<file path="config.mk">
export PLATFORM = sky130hd
export DESIGN_NAME = cascaded_biquad_iir_filter_core
export DESIGN_NICKNAME = d
export VERILOG_FILES = /design/src/sv/cbq_pkg.sv /design/src/sv/cbq_ram.sv /design/src/sv/cascaded_biquad_iir_filter_core.sv
export SDC_FILE = /design/constraint.sdc
export NUM_CORES = 2
export LEC_CHECK = 0
export BUFFER_PORTS_ARGS = -buffer_cell sky130_fd_sc_hd__buf_2
export CELL_PAD_IN_SITES_DETAIL_PLACEMENT = 1
export CELL_PAD_IN_SITES_GLOBAL_PLACEMENT = 2
export CORE_AREA = 5 5 296 298
export CTS_CLUSTER_SIZE = 16
export DETAILED_ROUTE_END_ITERATION = 10
export DIE_AREA = 0 0 301 303
export PLACE_DENSITY = 0.86
export SLEW_MARGIN = 20
export SYNTH_ARGS = -nofsm -noshare
export SYNTH_HDL_FRONTEND = slang
export SYNTH_SLANG_ARGS = --single-unit
</file>
<file path="constraint.sdc">
create_clock -name clock -period 12.4 [get_ports clock]
set_input_delay 0 -clock clock [delete_from_list [all_inputs] [get_ports clock]]
set_output_delay 0 -clock clock [all_outputs]
set_load 0.02 [all_outputs]
</file>
<file path="src/sv/cbq_pkg.sv">
package cbq_pkg;

   localparam int COEF_WIDTH     = 18;
   localparam int NUM_REGS       = 7;
   localparam int REG_IDX_WIDTH  = 3;
   localparam int MEM_DEPTH      = 8;

   localparam logic [REG_IDX_WIDTH-1:0] REG_B0  = 3'd0;
   localparam logic [REG_IDX_WIDTH-1:0] REG_B1  = 3'd1;
   localparam logic [REG_IDX_WIDTH-1:0] REG_B2  = 3'd2;
   localparam logic [REG_IDX_WIDTH-1:0] REG_FA1 = 3'd3;
   localparam logic [REG_IDX_WIDTH-1:0] REG_FA2 = 3'd4;
   localparam logic [REG_IDX_WIDTH-1:0] REG_SA1 = 3'd5;
   localparam logic [REG_IDX_WIDTH-1:0] REG_SA2 = 3'd6;

   localparam logic signed [COEF_WIDTH-1:0] COEF_RESET [NUM_REGS] = '{
      18'sd58642, -18'sd117290, 18'sd58642,
      -18'sd116563, 18'sd52488,
      -18'sd115160, 18'sd39571
   };

   typedef enum logic {
      ST_IDLE,
      ST_RUN
   } cbq_state_type;

endpackage

</file>
<file path="src/sv/cbq_ram.sv">
module cbq_ram #(
   parameter int WIDTH = 24,
   parameter int DEPTH = 8
) (
   input  logic                     clock,
   input  logic                     wr_en,
   input  logic [$clog2(DEPTH)-1:0] wr_addr,
   input  logic [WIDTH-1:0]         wr_data,
   input  logic                     rd_en,
   input  logic [$clog2(DEPTH)-1:0] rd_addr,
   output logic [WIDTH-1:0]         rd_data
);

   logic [WIDTH-1:0] mem_ff [DEPTH];
   logic [WIDTH-1:0] rd_data_ff;

   always_ff @(posedge clock) begin
      if (wr_en) begin
         mem_ff[wr_addr] <= wr_data;
      end
      if (rd_en) begin
         rd_data_ff <= mem_ff[rd_addr];
      end
   end

   assign rd_data = rd_data_ff;

endmodule

</file>
<file path="src/sv/cascaded_biquad_iir_filter_core.sv">
// one transaction at a time: req_ready stays low until the result is taken into the output register;
// a single shared multiply-accumulate does ten products over two sections of seven steps
// reset: synchronous, clears control, valid bits of the delay-line ram
// (so all filter history reads as zero) and loads default coefficients
module cascaded_biquad_iir_filter_core
   import cbq_pkg::*;
#(
   parameter int SAMPLE_WIDTH   = 16,
   parameter int STATE_WIDTH    = 24,
   parameter int COEF_FRAC_BITS = 16
) (
   input  logic                           clock,
   input  logic                           reset,
   input  logic                           req_valid,
   output logic                           req_ready,
   input  logic signed [SAMPLE_WIDTH-1:0] req_sample_in,
   input  logic                           req_block_end,
   output logic                           rsp_valid,
   input  logic                           rsp_ready,
   output logic signed [SAMPLE_WIDTH-1:0] rsp_sample_out,
   output logic                           rsp_block_end_out,
   input  logic                           csr_valid,
   output logic                           csr_ready,
   input  logic [REG_IDX_WIDTH-1:0]       csr_index,
   input  logic signed [COEF_WIDTH-1:0]   csr_wdata
);

   localparam int PROD_WIDTH = STATE_WIDTH + COEF_WIDTH;
   localparam int ACC_WIDTH  = PROD_WIDTH + 3;
   localparam int ADDR_WIDTH = $clog2(MEM_DEPTH);
   localparam logic signed [ACC_WIDTH-1:0] ROUND_CONST =
      ACC_WIDTH'(1) <<< (COEF_FRAC_BITS - 1);

   localparam logic [2:0] STEP_B0  = 3'd0;
   localparam logic [2:0] STEP_B1  = 3'd1;
   localparam logic [2:0] STEP_B2  = 3'd2;
   localparam logic [2:0] STEP_A1  = 3'd3;
   localparam logic [2:0] STEP_A2  = 3'd4;
   localparam logic [2:0] STEP_SUM = 3'd5;
   localparam logic [2:0] STEP_OUT = 3'd6;

   localparam logic [1:0] SLOT_X1 = 2'd0;
   localparam logic [1:0] SLOT_X2 = 2'd1;
   localparam logic [1:0] SLOT_Y1 = 2'd2;
   localparam logic [1:0] SLOT_Y2 = 2'd3;

   cbq_state_type state_ff, state_in;
   logic [2:0] step_ff, step_in;
   logic       sect_ff, sect_in;

   logic signed [COEF_WIDTH-1:0]  coef_ff [NUM_REGS];
   logic signed [STATE_WIDTH-1:0] cur_x_ff, cur_x_in;
   logic signed [STATE_WIDTH-1:0] old_ff, old_in;
   logic signed [PROD_WIDTH-1:0]  prod_ff, prod_in;
   logic                          prod_vld_ff, prod_vld_in;
   logic                          prod_sub_ff, prod_sub_in;
   logic signed [ACC_WIDTH-1:0]   acc_ff, acc_in;
   logic                          mark_ff, mark_in;
   logic [MEM_DEPTH-1:0]          valid_ff;
   logic                          rd_vld_ff;

   logic                          rsp_valid_ff, rsp_valid_in;
   logic signed [SAMPLE_WIDTH-1:0] rsp_sample_ff, rsp_sample_in;
   logic                          rsp_mark_ff, rsp_mark_in;

   logic                          rd_en, wr_en;
   logic [1:0]                    rd_slot, wr_slot;
   logic [ADDR_WIDTH-1:0]         rd_addr, wr_addr;
   logic [STATE_WIDTH-1:0]        rd_data;
   logic signed [STATE_WIDTH-1:0] wr_data;
   logic signed [STATE_WIDTH-1:0] rd_op;
   logic [REG_IDX_WIDTH-1:0]      coef_sel;
   logic signed [COEF_WIDTH-1:0]  mul_a;
   logic signed [STATE_WIDTH-1:0] mul_b;
   logic signed [ACC_WIDTH-1:0]   acc_shift;
   logic signed [STATE_WIDTH-1:0] sect_y;
   logic signed [SAMPLE_WIDTH-1:0] out_sat;
   logic [ACC_WIDTH-STATE_WIDTH:0] acc_hi;
   logic [STATE_WIDTH-SAMPLE_WIDTH:0] y_hi;
   logic                          out_free;
   logic                          accept;

   assign rd_addr = {sect_ff, rd_slot};
   assign wr_addr = {sect_ff, wr_slot};
   assign rd_op   = rd_vld_ff ? $signed(rd_data) : '0;
   assign mul_a   = coef_ff[coef_sel];
   assign prod_in = mul_a * mul_b;

   // round half up, floor shift, saturate to the section width
   assign acc_shift = acc_ff >>> COEF_FRAC_BITS;
   assign acc_hi    = acc_shift[ACC_WIDTH-1:STATE_WIDTH-1];
   always_comb begin
      if ((&acc_hi) || !(|acc_hi)) begin
         sect_y = acc_shift[STATE_WIDTH-1:0];
      end else begin
         sect_y = {acc_hi[ACC_WIDTH-STATE_WIDTH],
                   {(STATE_WIDTH-1){~acc_hi[ACC_WIDTH-STATE_WIDTH]}}};
      end
   end

   assign y_hi = sect_y[STATE_WIDTH-1:SAMPLE_WIDTH-1];
   always_comb begin
      if ((&y_hi) || !(|y_hi)) begin
         out_sat = sect_y[SAMPLE_WIDTH-1:0];
      end else begin
         out_sat = {y_hi[STATE_WIDTH-SAMPLE_WIDTH],
                    {(SAMPLE_WIDTH-1){~y_hi[STATE_WIDTH-SAMPLE_WIDTH]}}};
      end
   end

   assign out_free  = !rsp_valid_ff || rsp_ready;
   assign req_ready = (state_ff == ST_IDLE);
   assign accept    = req_valid && req_ready;
   assign csr_ready = 1'b1;

   always_comb begin
      state_in      = state_ff;
      step_in       = step_ff;
      sect_in       = sect_ff;
      cur_x_in      = cur_x_ff;
      old_in        = old_ff;
      mark_in       = mark_ff;
      prod_vld_in   = 1'b0;
      prod_sub_in   = 1'b0;
      acc_in        = prod_vld_ff ? (prod_sub_ff ? acc_ff - ACC_WIDTH'(prod_ff)
                                                 : acc_ff + ACC_WIDTH'(prod_ff))
                                  : acc_ff;
      rd_en         = 1'b0;
      rd_slot       = SLOT_X1;
      wr_en         = 1'b0;
      wr_slot       = SLOT_X1;
      wr_data       = old_ff;
      coef_sel      = REG_B0;
      mul_b         = rd_op;
      rsp_valid_in  = rsp_valid_ff && !rsp_ready;
      rsp_sample_in = rsp_sample_ff;
      rsp_mark_in   = rsp_mark_ff;

      unique case (state_ff)
         ST_IDLE: begin
            if (accept) begin
               state_in = ST_RUN;
               step_in  = STEP_B0;
               sect_in  = 1'b0;
               cur_x_in = STATE_WIDTH'(req_sample_in);
               mark_in  = req_block_end;
            end
         end
         ST_RUN: begin
            step_in = step_ff + 3'd1;
            unique case (step_ff)
               STEP_B0: begin
                  rd_en       = 1'b1;
                  rd_slot     = SLOT_X1;
                  coef_sel    = REG_B0;
                  mul_b       = cur_x_ff;
                  prod_vld_in = 1'b1;
                  acc_in      = ROUND_CONST;
               end
               STEP_B1: begin
                  rd_en       = 1'b1;
                  rd_slot     = SLOT_X2;
                  coef_sel    = REG_B1;
                  prod_vld_in = 1'b1;
                  old_in      = rd_op;
               end
               STEP_B2: begin
                  rd_en       = 1'b1;
                  rd_slot     = SLOT_Y1;
                  coef_sel    = REG_B2;
                  prod_vld_in = 1'b1;
                  wr_en       = 1'b1;
                  wr_slot     = SLOT_X2;
                  wr_data     = old_ff;
               end
               STEP_A1: begin
                  rd_en       = 1'b1;
                  rd_slot     = SLOT_Y2;
                  coef_sel    = sect_ff ? REG_SA1 : REG_FA1;
                  prod_vld_in = 1'b1;
                  prod_sub_in = 1'b1;
                  old_in      = rd_op;
                  wr_en       = 1'b1;
                  wr_slot     = SLOT_X1;
                  wr_data     = cur_x_ff;
               end
               STEP_A2: begin
                  coef_sel    = sect_ff ? REG_SA2 : REG_FA2;
                  prod_vld_in = 1'b1;
                  prod_sub_in = 1'b1;
                  wr_en       = 1'b1;
                  wr_slot     = SLOT_Y2;
                  wr_data     = old_ff;
               end
               STEP_SUM: begin
               end
               STEP_OUT: begin
                  wr_slot = SLOT_Y1;
                  wr_data = sect_y;
                  if (!sect_ff) begin
                     wr_en    = 1'b1;
                     cur_x_in = sect_y;
                     sect_in  = 1'b1;
                     step_in  = STEP_B0;
                  end else if (out_free) begin
                     wr_en         = 1'b1;
                     state_in      = ST_IDLE;
                     step_in       = STEP_B0;
                     rsp_valid_in  = 1'b1;
                     rsp_sample_in = out_sat;
                     rsp_mark_in   = mark_ff;
                  end else begin
                     step_in = step_ff;
                  end
               end
               default: begin
                  state_in = ST_IDLE;
                  step_in  = STEP_B0;
               end
            endcase
         end
         default: begin
            state_in = ST_IDLE;
         end
      endcase
   end

   always_ff @(posedge clock) begin
      if (reset) begin
         state_ff     <= ST_IDLE;
         step_ff      <= STEP_B0;
         sect_ff      <= 1'b0;
         prod_vld_ff  <= 1'b0;
         rsp_valid_ff <= 1'b0;
         valid_ff     <= '0;
         rd_vld_ff    <= 1'b0;
      end else begin
         state_ff     <= state_in;
         step_ff      <= step_in;
         sect_ff      <= sect_in;
         prod_vld_ff  <= prod_vld_in;
         rsp_valid_ff <= rsp_valid_in;
         if (wr_en) begin
            valid_ff[wr_addr] <= 1'b1;
         end
         if (rd_en) begin
            rd_vld_ff <= valid_ff[rd_addr];
         end
      end
   end

   always_ff @(posedge clock) begin
      cur_x_ff      <= cur_x_in;
      old_ff        <= old_in;
      mark_ff       <= mark_in;
      prod_ff       <= prod_in;
      prod_sub_ff   <= prod_sub_in;
      acc_ff        <= acc_in;
      rsp_sample_ff <= rsp_sample_in;
      rsp_mark_ff   <= rsp_mark_in;
   end

   // coefficient registers
   always_ff @(posedge clock) begin
      if (reset) begin
         for (int i = 0; i < NUM_REGS; i++) begin
            coef_ff[i] <= COEF_RESET[i];
         end
      end else if (csr_valid && csr_ready &&
                   (csr_index < REG_IDX_WIDTH'(NUM_REGS))) begin
         coef_ff[csr_index] <= csr_wdata;
      end
   end

   cbq_ram #(
      .WIDTH (STATE_WIDTH),
      .DEPTH (MEM_DEPTH)
   ) u_delay_ram (
      .clock   (clock),
      .wr_en   (wr_en),
      .wr_addr (wr_addr),
      .wr_data (wr_data),
      .rd_en   (rd_en),
      .rd_addr (rd_addr),
      .rd_data (rd_data)
   );

   assign rsp_valid         = rsp_valid_ff;
   assign rsp_sample_out    = rsp_sample_ff;
   assign rsp_block_end_out = rsp_mark_ff;

endmodule

</file>
# == Word level (Yosys, flattened, before mapping) ==
# Memory sizes are Yosys's and may differ from the RTL's. A register that Yosys moved wholly into a read port is not among the register bits.
# Cells that the tools add are included.
# op_classes
mul,1
n_reduce_logical,30
n_mux,62
bitwise,4
n_lt_le_gt_ge,4
add_sub_neg,3
eq_ne,10
# op_table
cell,count
2-to-1 mux 24 bit,8
2-to-1 mux 45 bit,4
one-hot mux 24 bit (2 select lines),2
adder 45 x 42 -> 45 bit,1
subtractor 45 x 42 -> 45 bit,1
multiplier 18 x 24 -> 42 bit,1
2-to-1 mux 1 bit,26
2-to-1 mux 18 bit,1
2-to-1 mux 3 bit,6
OR reduction 18 bit,1
2-to-1 mux 16 bit,1
one-hot mux 2 bit (3 select lines),2
one-hot mux 3 bit (2 select lines),2
one-hot mux 3 bit (4 select lines),1
OR reduction 6 bit,2
equality test 3 bit (second input constant),3
AND reduction 9 bit,1
OR reduction 9 bit,1
less-than comparator 3 x 4 -> 1 bit (second input constant),2
OR 8 bit,1
one-hot mux 1 bit (2 select lines),4
AND reduction 2 bit,4
equality test 3 x 2 -> 1 bit (second input constant),2
2-to-1 mux 2 bit,3
other kinds (21),34
# totals
memories,2
word_cells,131
ff_bits,170
inputBits,43
out_inout_bits,20
mem_bits_rw,318
# mem_list
memory,words,width,read_ports,rd_clocked_by_memory_dff,wr,line_no,rtl
u_delay_ram.mem_ff,8,24,1,1,1,cbq_ram.sv:14,logic [WIDTH-1:0] mem_ff [DEPTH];
coef_ff,7,18,1,0,7,cascaded_biquad_iir_filter_core.sv:51,logic signed [COEF_WIDTH-1:0] coef_ff [NUM_REGS];

# == Longest topological paths before layout ==
# logic_depth
word_depth,8
mapped_depth,36
mapped_depth_nobuf,32

# == Cells and area by module ==
# Synthesis repeated with hierarchy kept, for this count alone.
# hier_totals
cells_unflattened,3845
area_unflattened_um2,39530.4
# by_module_without_submodules
mod,area_each_um2,n_inst,seq_area_each_um2,cells_per_inst
cascaded_biquad_iir_filter_core,31492.7,1,8207.9,3531
cbq_ram,8037.7,1,6486.2,314

# == Worst setup path before layout ==
# Ideal clock, no wire load.
# synth_timing
path_type,flip-flop to flip-flop
startpoint,register step_ff[2]
endpoint,register prod_ff[41]
path_stages_with_launch,32
path_slack_ps,3975
synth_period_minus_slack_ps,8425
setup_ps,72
required_ps,12328
t_arrival_ps,8353
n_path_buf,3
cell_sequence,dfxtp_1 -> buf_2 -> inv_1 -> ha_1 -> buf_2 -> o21ai_2 -> inv_2 -> buf_2 -> mux4_2 -> mux2i_1 -> nor2_1 -> fa_1 -> inv_1 -> fa_1 -> fa_1 -> inv_1 -> fa_1 -> fa_1 -> inv_1 -> fa_1 -> inv_1 -> ha_1 -> a21o_1 -> a21o_1 -> a21o_1 -> a22o_1 -> a21o_1 -> and3_1 -> o41a_1 -> a211o_1 -> a21oi_2 -> xnor2_1
# synth_between
elab_chain_cells,5
elab_cells_between_ends,11
classes_between,mul: 1; eq/ne: 4; mux: 4; reduce/logical: 1; memory: 1
# synth_lines
element,line_no,rtl
"start, declared",cascaded_biquad_iir_filter_core.sv:48,"logic [2:0] step_ff, step_in;"
"start signal, assigned",cascaded_biquad_iir_filter_core.sv:239,step_ff <= step_in;
"equality test 3 bit, or another cell as far along",cascaded_biquad_iir_filter_core.sv:151,unique case (step_ff)
one-hot mux 3 bit (4 select lines),cascaded_biquad_iir_filter_core.sv:151,
2-to-1 mux 3 bit,cascaded_biquad_iir_filter_core.sv:139,unique case (state_ff)
memory read (7 x 18 bit),--,
multiplier 18 x 24 -> 42 bit *,cascaded_biquad_iir_filter_core.sv:87,assign prod_in = mul_a * mul_b;
net prod_in[41],cascaded_biquad_iir_filter_core.sv:54,"logic signed [PROD_WIDTH-1:0] prod_ff, prod_in;"
"end signal, assigned",cascaded_biquad_iir_filter_core.sv:256,prod_ff <= prod_in;
"end, declared",cascaded_biquad_iir_filter_core.sv:54,
# The timed path passes the listed nets; every way through them passes the cells marked *.
# A chain may end at the register's enable or synchronous reset.

# == Worst setup path in the final report ==
# layout_timing
startpoint,register step_ff[2]
endpoint,register prod_ff[38]
# The elaborated chain is that of the path after synthesis.

==> flow_summary.yaml <==
critical_path:
  critPathKind: "flip-flop to flip-flop"
  crit_path_top_delay_cell: "inv_2"
  critPathMaxStageDelay_ps: 610
  crit_buf_inv: 9
  cp.required_ps: 12930
  cp-start-kind: "flip-flop"
  cp-end-kind: "flip-flop"
  critPathTopFamily: "adder cells"
  critPathMaxFanout: 26
  path_common_cell: "fa_1"
  cp_data_arrival_time_ps: 9980
clock_tree:
  cts_tree: "yes"
  cts-root-buf: "clkbuf_16"
  clkTransAtPathRegs_ps: 60
  cts_setup_buffers: 0
  cts_buffers: 58
  cts_buffer_depth: 3
  clock_latency_ps: 640
  htree_levels: 2
  clkSinkCount: 530
floorplan:
  initial_utilization: 0.464
  die_y_um: 303
  row_count: 107
  core_area_sq_mm: 0.0846
  dieArea_sq_mm: 0.0912
  num_io_pins: 63
  die_x_um: 301
cells_and_area:
  num_antenna_cells: 0
  final_common_cell: "inv_1"
  fillers: 9097
  final_cell_count_no_fill: 4924
  final_cell_mix: "inv_1 (557), nand2_1 (430), fa_1 (426)"
  syn_to_final_growth_pct: 11.0
  drive_gt1_frac: 0.110
  num-nets-final: 4356
placement:
  dp.cells: 4771
  hpwl_um: 86300
  io_buffers: 61
  gp_congestion: 0.883
sta:
  tightest_slew_ps: 1230
  fmax_ghz: 0.106
  min_period_ps: 9450
  hold_slack_ps: 74.2
  fin_worst_skew_ps: 63.9
  slew_viol_final: 0
  slew-limit-headroom: 0.169
  rsz0062_at_grt: "false"
  fin_tns_setup_ps: 0
  hold_viol_final: 0
  setup_violations: 0
  fin_crit_sh: 0.762
logic_synthesis:
  synthCells: 3634
  synth_seq_cells: 530
  synth-main-ff-cell: "edfxtp_1"
  synth_edf_count: 408
  synth.avg_cell_area_sq_um: 10.8
  synth_warnings: 0
  ys_types: 81
  ys_seq_area_frac: 0.374
  synth_area_sq_mm: 0.0393
  synthArstFlopShare: 0
drt:
  drt-initial-drc-count: 1786
  vias: 27300
  dr.pass1.iters: 5
  drc: 0
  avgRoutedWirePerCell_um: 23.9
  wirelength_um: 118000
  antenna_left: 0
  vias_per_cell: 5.54
global_routing:
  grt_overflow: 0
  grt_pass1_vias: 29800
  grt_antenna_before_repair: 1
  grt_max_degree: 70
  track_usage: 0.262
  grt_pass1_wl_um: 180000
pwr:
  leakage_nw: 18.5
  ir_drop_mv: 0.304
  powerDensity_mw_per_mm2: 284
run_status:
  status: "finished, final reports clean"
job:
  cap_violations: 0
worst_hold_path:
  hold_path_class: "primary input to flip-flop"
-- layer usage --
layer  share of wire  up-vias  GRT usage  wire length (um)
met5               0        -          0                 0
met4           0.038        0     0.0855              4500
met3           0.068      201     0.0469              8020
met2            0.49      836      0.447             57900
met1            0.40    14100      0.342             47400
li1                -    12100          -                 -
-- stage by stage --
step / cell area, sq um / power [mW] / setup slack [ps] / util
finish: 43600 / 12.4 / 2950 / 0.515
global route: 43600 / 13.4 / 2430 / 0.515
CTS: 43600 / 12.4 / 2930 / 0.515
detailed placement: 41100 / 10.5 / 2960 / 0.486
global placement: 41100 / 10.3 / 3150 / 0.486
floorplan: 39300 / 8.11 / 3970 / -
-- final timing paths --
check / start / cells past startpoint / to / slack (ps)
worst max-delay path: step_ff[2]$_SDFFE_PP0P_ / 31 / prod_ff[38]$_DFF_P_ / 2950
worst min-delay path: req_block_end / 2 / mark_ff$_DFFE_PP_ / 70
worst max register to register: step_ff[2]$_SDFFE_PP0P_ / 31 / prod_ff[38]$_DFF_P_ / 2950
worst min register to register: mark_ff$_DFFE_PP_ / 0 / rsp_block_end_out$_DFFE_PP_ / 420
-- what timing repair did --
item | CTS | global route
resized for setup | 0 | 0
endpoints found under the hold margin | 184 | 0
setup endpoints to repair | 0 | 0
hold buffers | 43 | 0
-- state kept, by name (all words and copies together) (netlist names), 3 cells and up --
name,count
coef_ff,144
step_ff,3
acc_ff,45
cur_x_ff,24
old_ff,24
u_delay_ram.mem_ff,192
valid_ff,8
u_delay_ram.rd_data,24
prod_ff,42
rsp_sample_out,16
-- cell type report --
class                           instances  area (sq um)  area share
Sequential cell                       530         14700       0.337
Clock inverter                         38           462      0.0106
Inverter                              560          2100      0.0482
Multi-Input combinational cell       2402         22000       0.505
Clock buffer                           71          1550      0.0356
Tap cell                             1144          1430      0.0328
Timing Repair Buffer                  179          1320      0.0303
-- where the power goes --
group	total (mW)	switching, mW	internal (mW)
sequential	2.36	0.160	2.20
combinational	8.20	4.90	3.30
clock	1.82	0.752	1.06
-- kinds of logic (layout without fill, tap and decap cells) --
family	after synthesis	in the layout	share of synthesized area
flip-flops	530	530	0.374
buffers and inverters	719	848	0.0697
AO/OA/AOI/OAI	461	461	0.0731
multiplexers	186	186	0.0760
AND/OR/NAND/NOR	1039	1039	0.115
adder cells (fa/ha/maj)	582	582	0.267
XOR/XNOR	115	115	0.0256
other	2	19	0.000191
-- Yosys cell counts (all sizes together), types with 8 or more instances --
master	n	area [sq um]
nor3	26	140
edfxtp	408	12300
nor4	8	50.1
o21ai	111	559
a211oi	17	133
nor2	380	1430
mux2	39	439
inv	559	2100
nor2b	16	100
o211ai	9	67.6
xor2	22	193
o21a	19	143
a21oi	167	840
nand4	9	56.3
a211o	11	96.3
a31oi	12	75.1
nand3	23	115
xnor2	93	815
a21boi	26	195
nand3b	8	60.1
nand2	433	1630
and3	13	81.3
nand2b	26	163
and2	66	415
fa	426	8530
mux2i	61	611
clkbuf	123	462
ha	156	1950
dfxtp	122	2440
a21o	43	323
buf	36	174
mux4	86	1940
No activity file was read; power rests on OpenSTA's default activity.
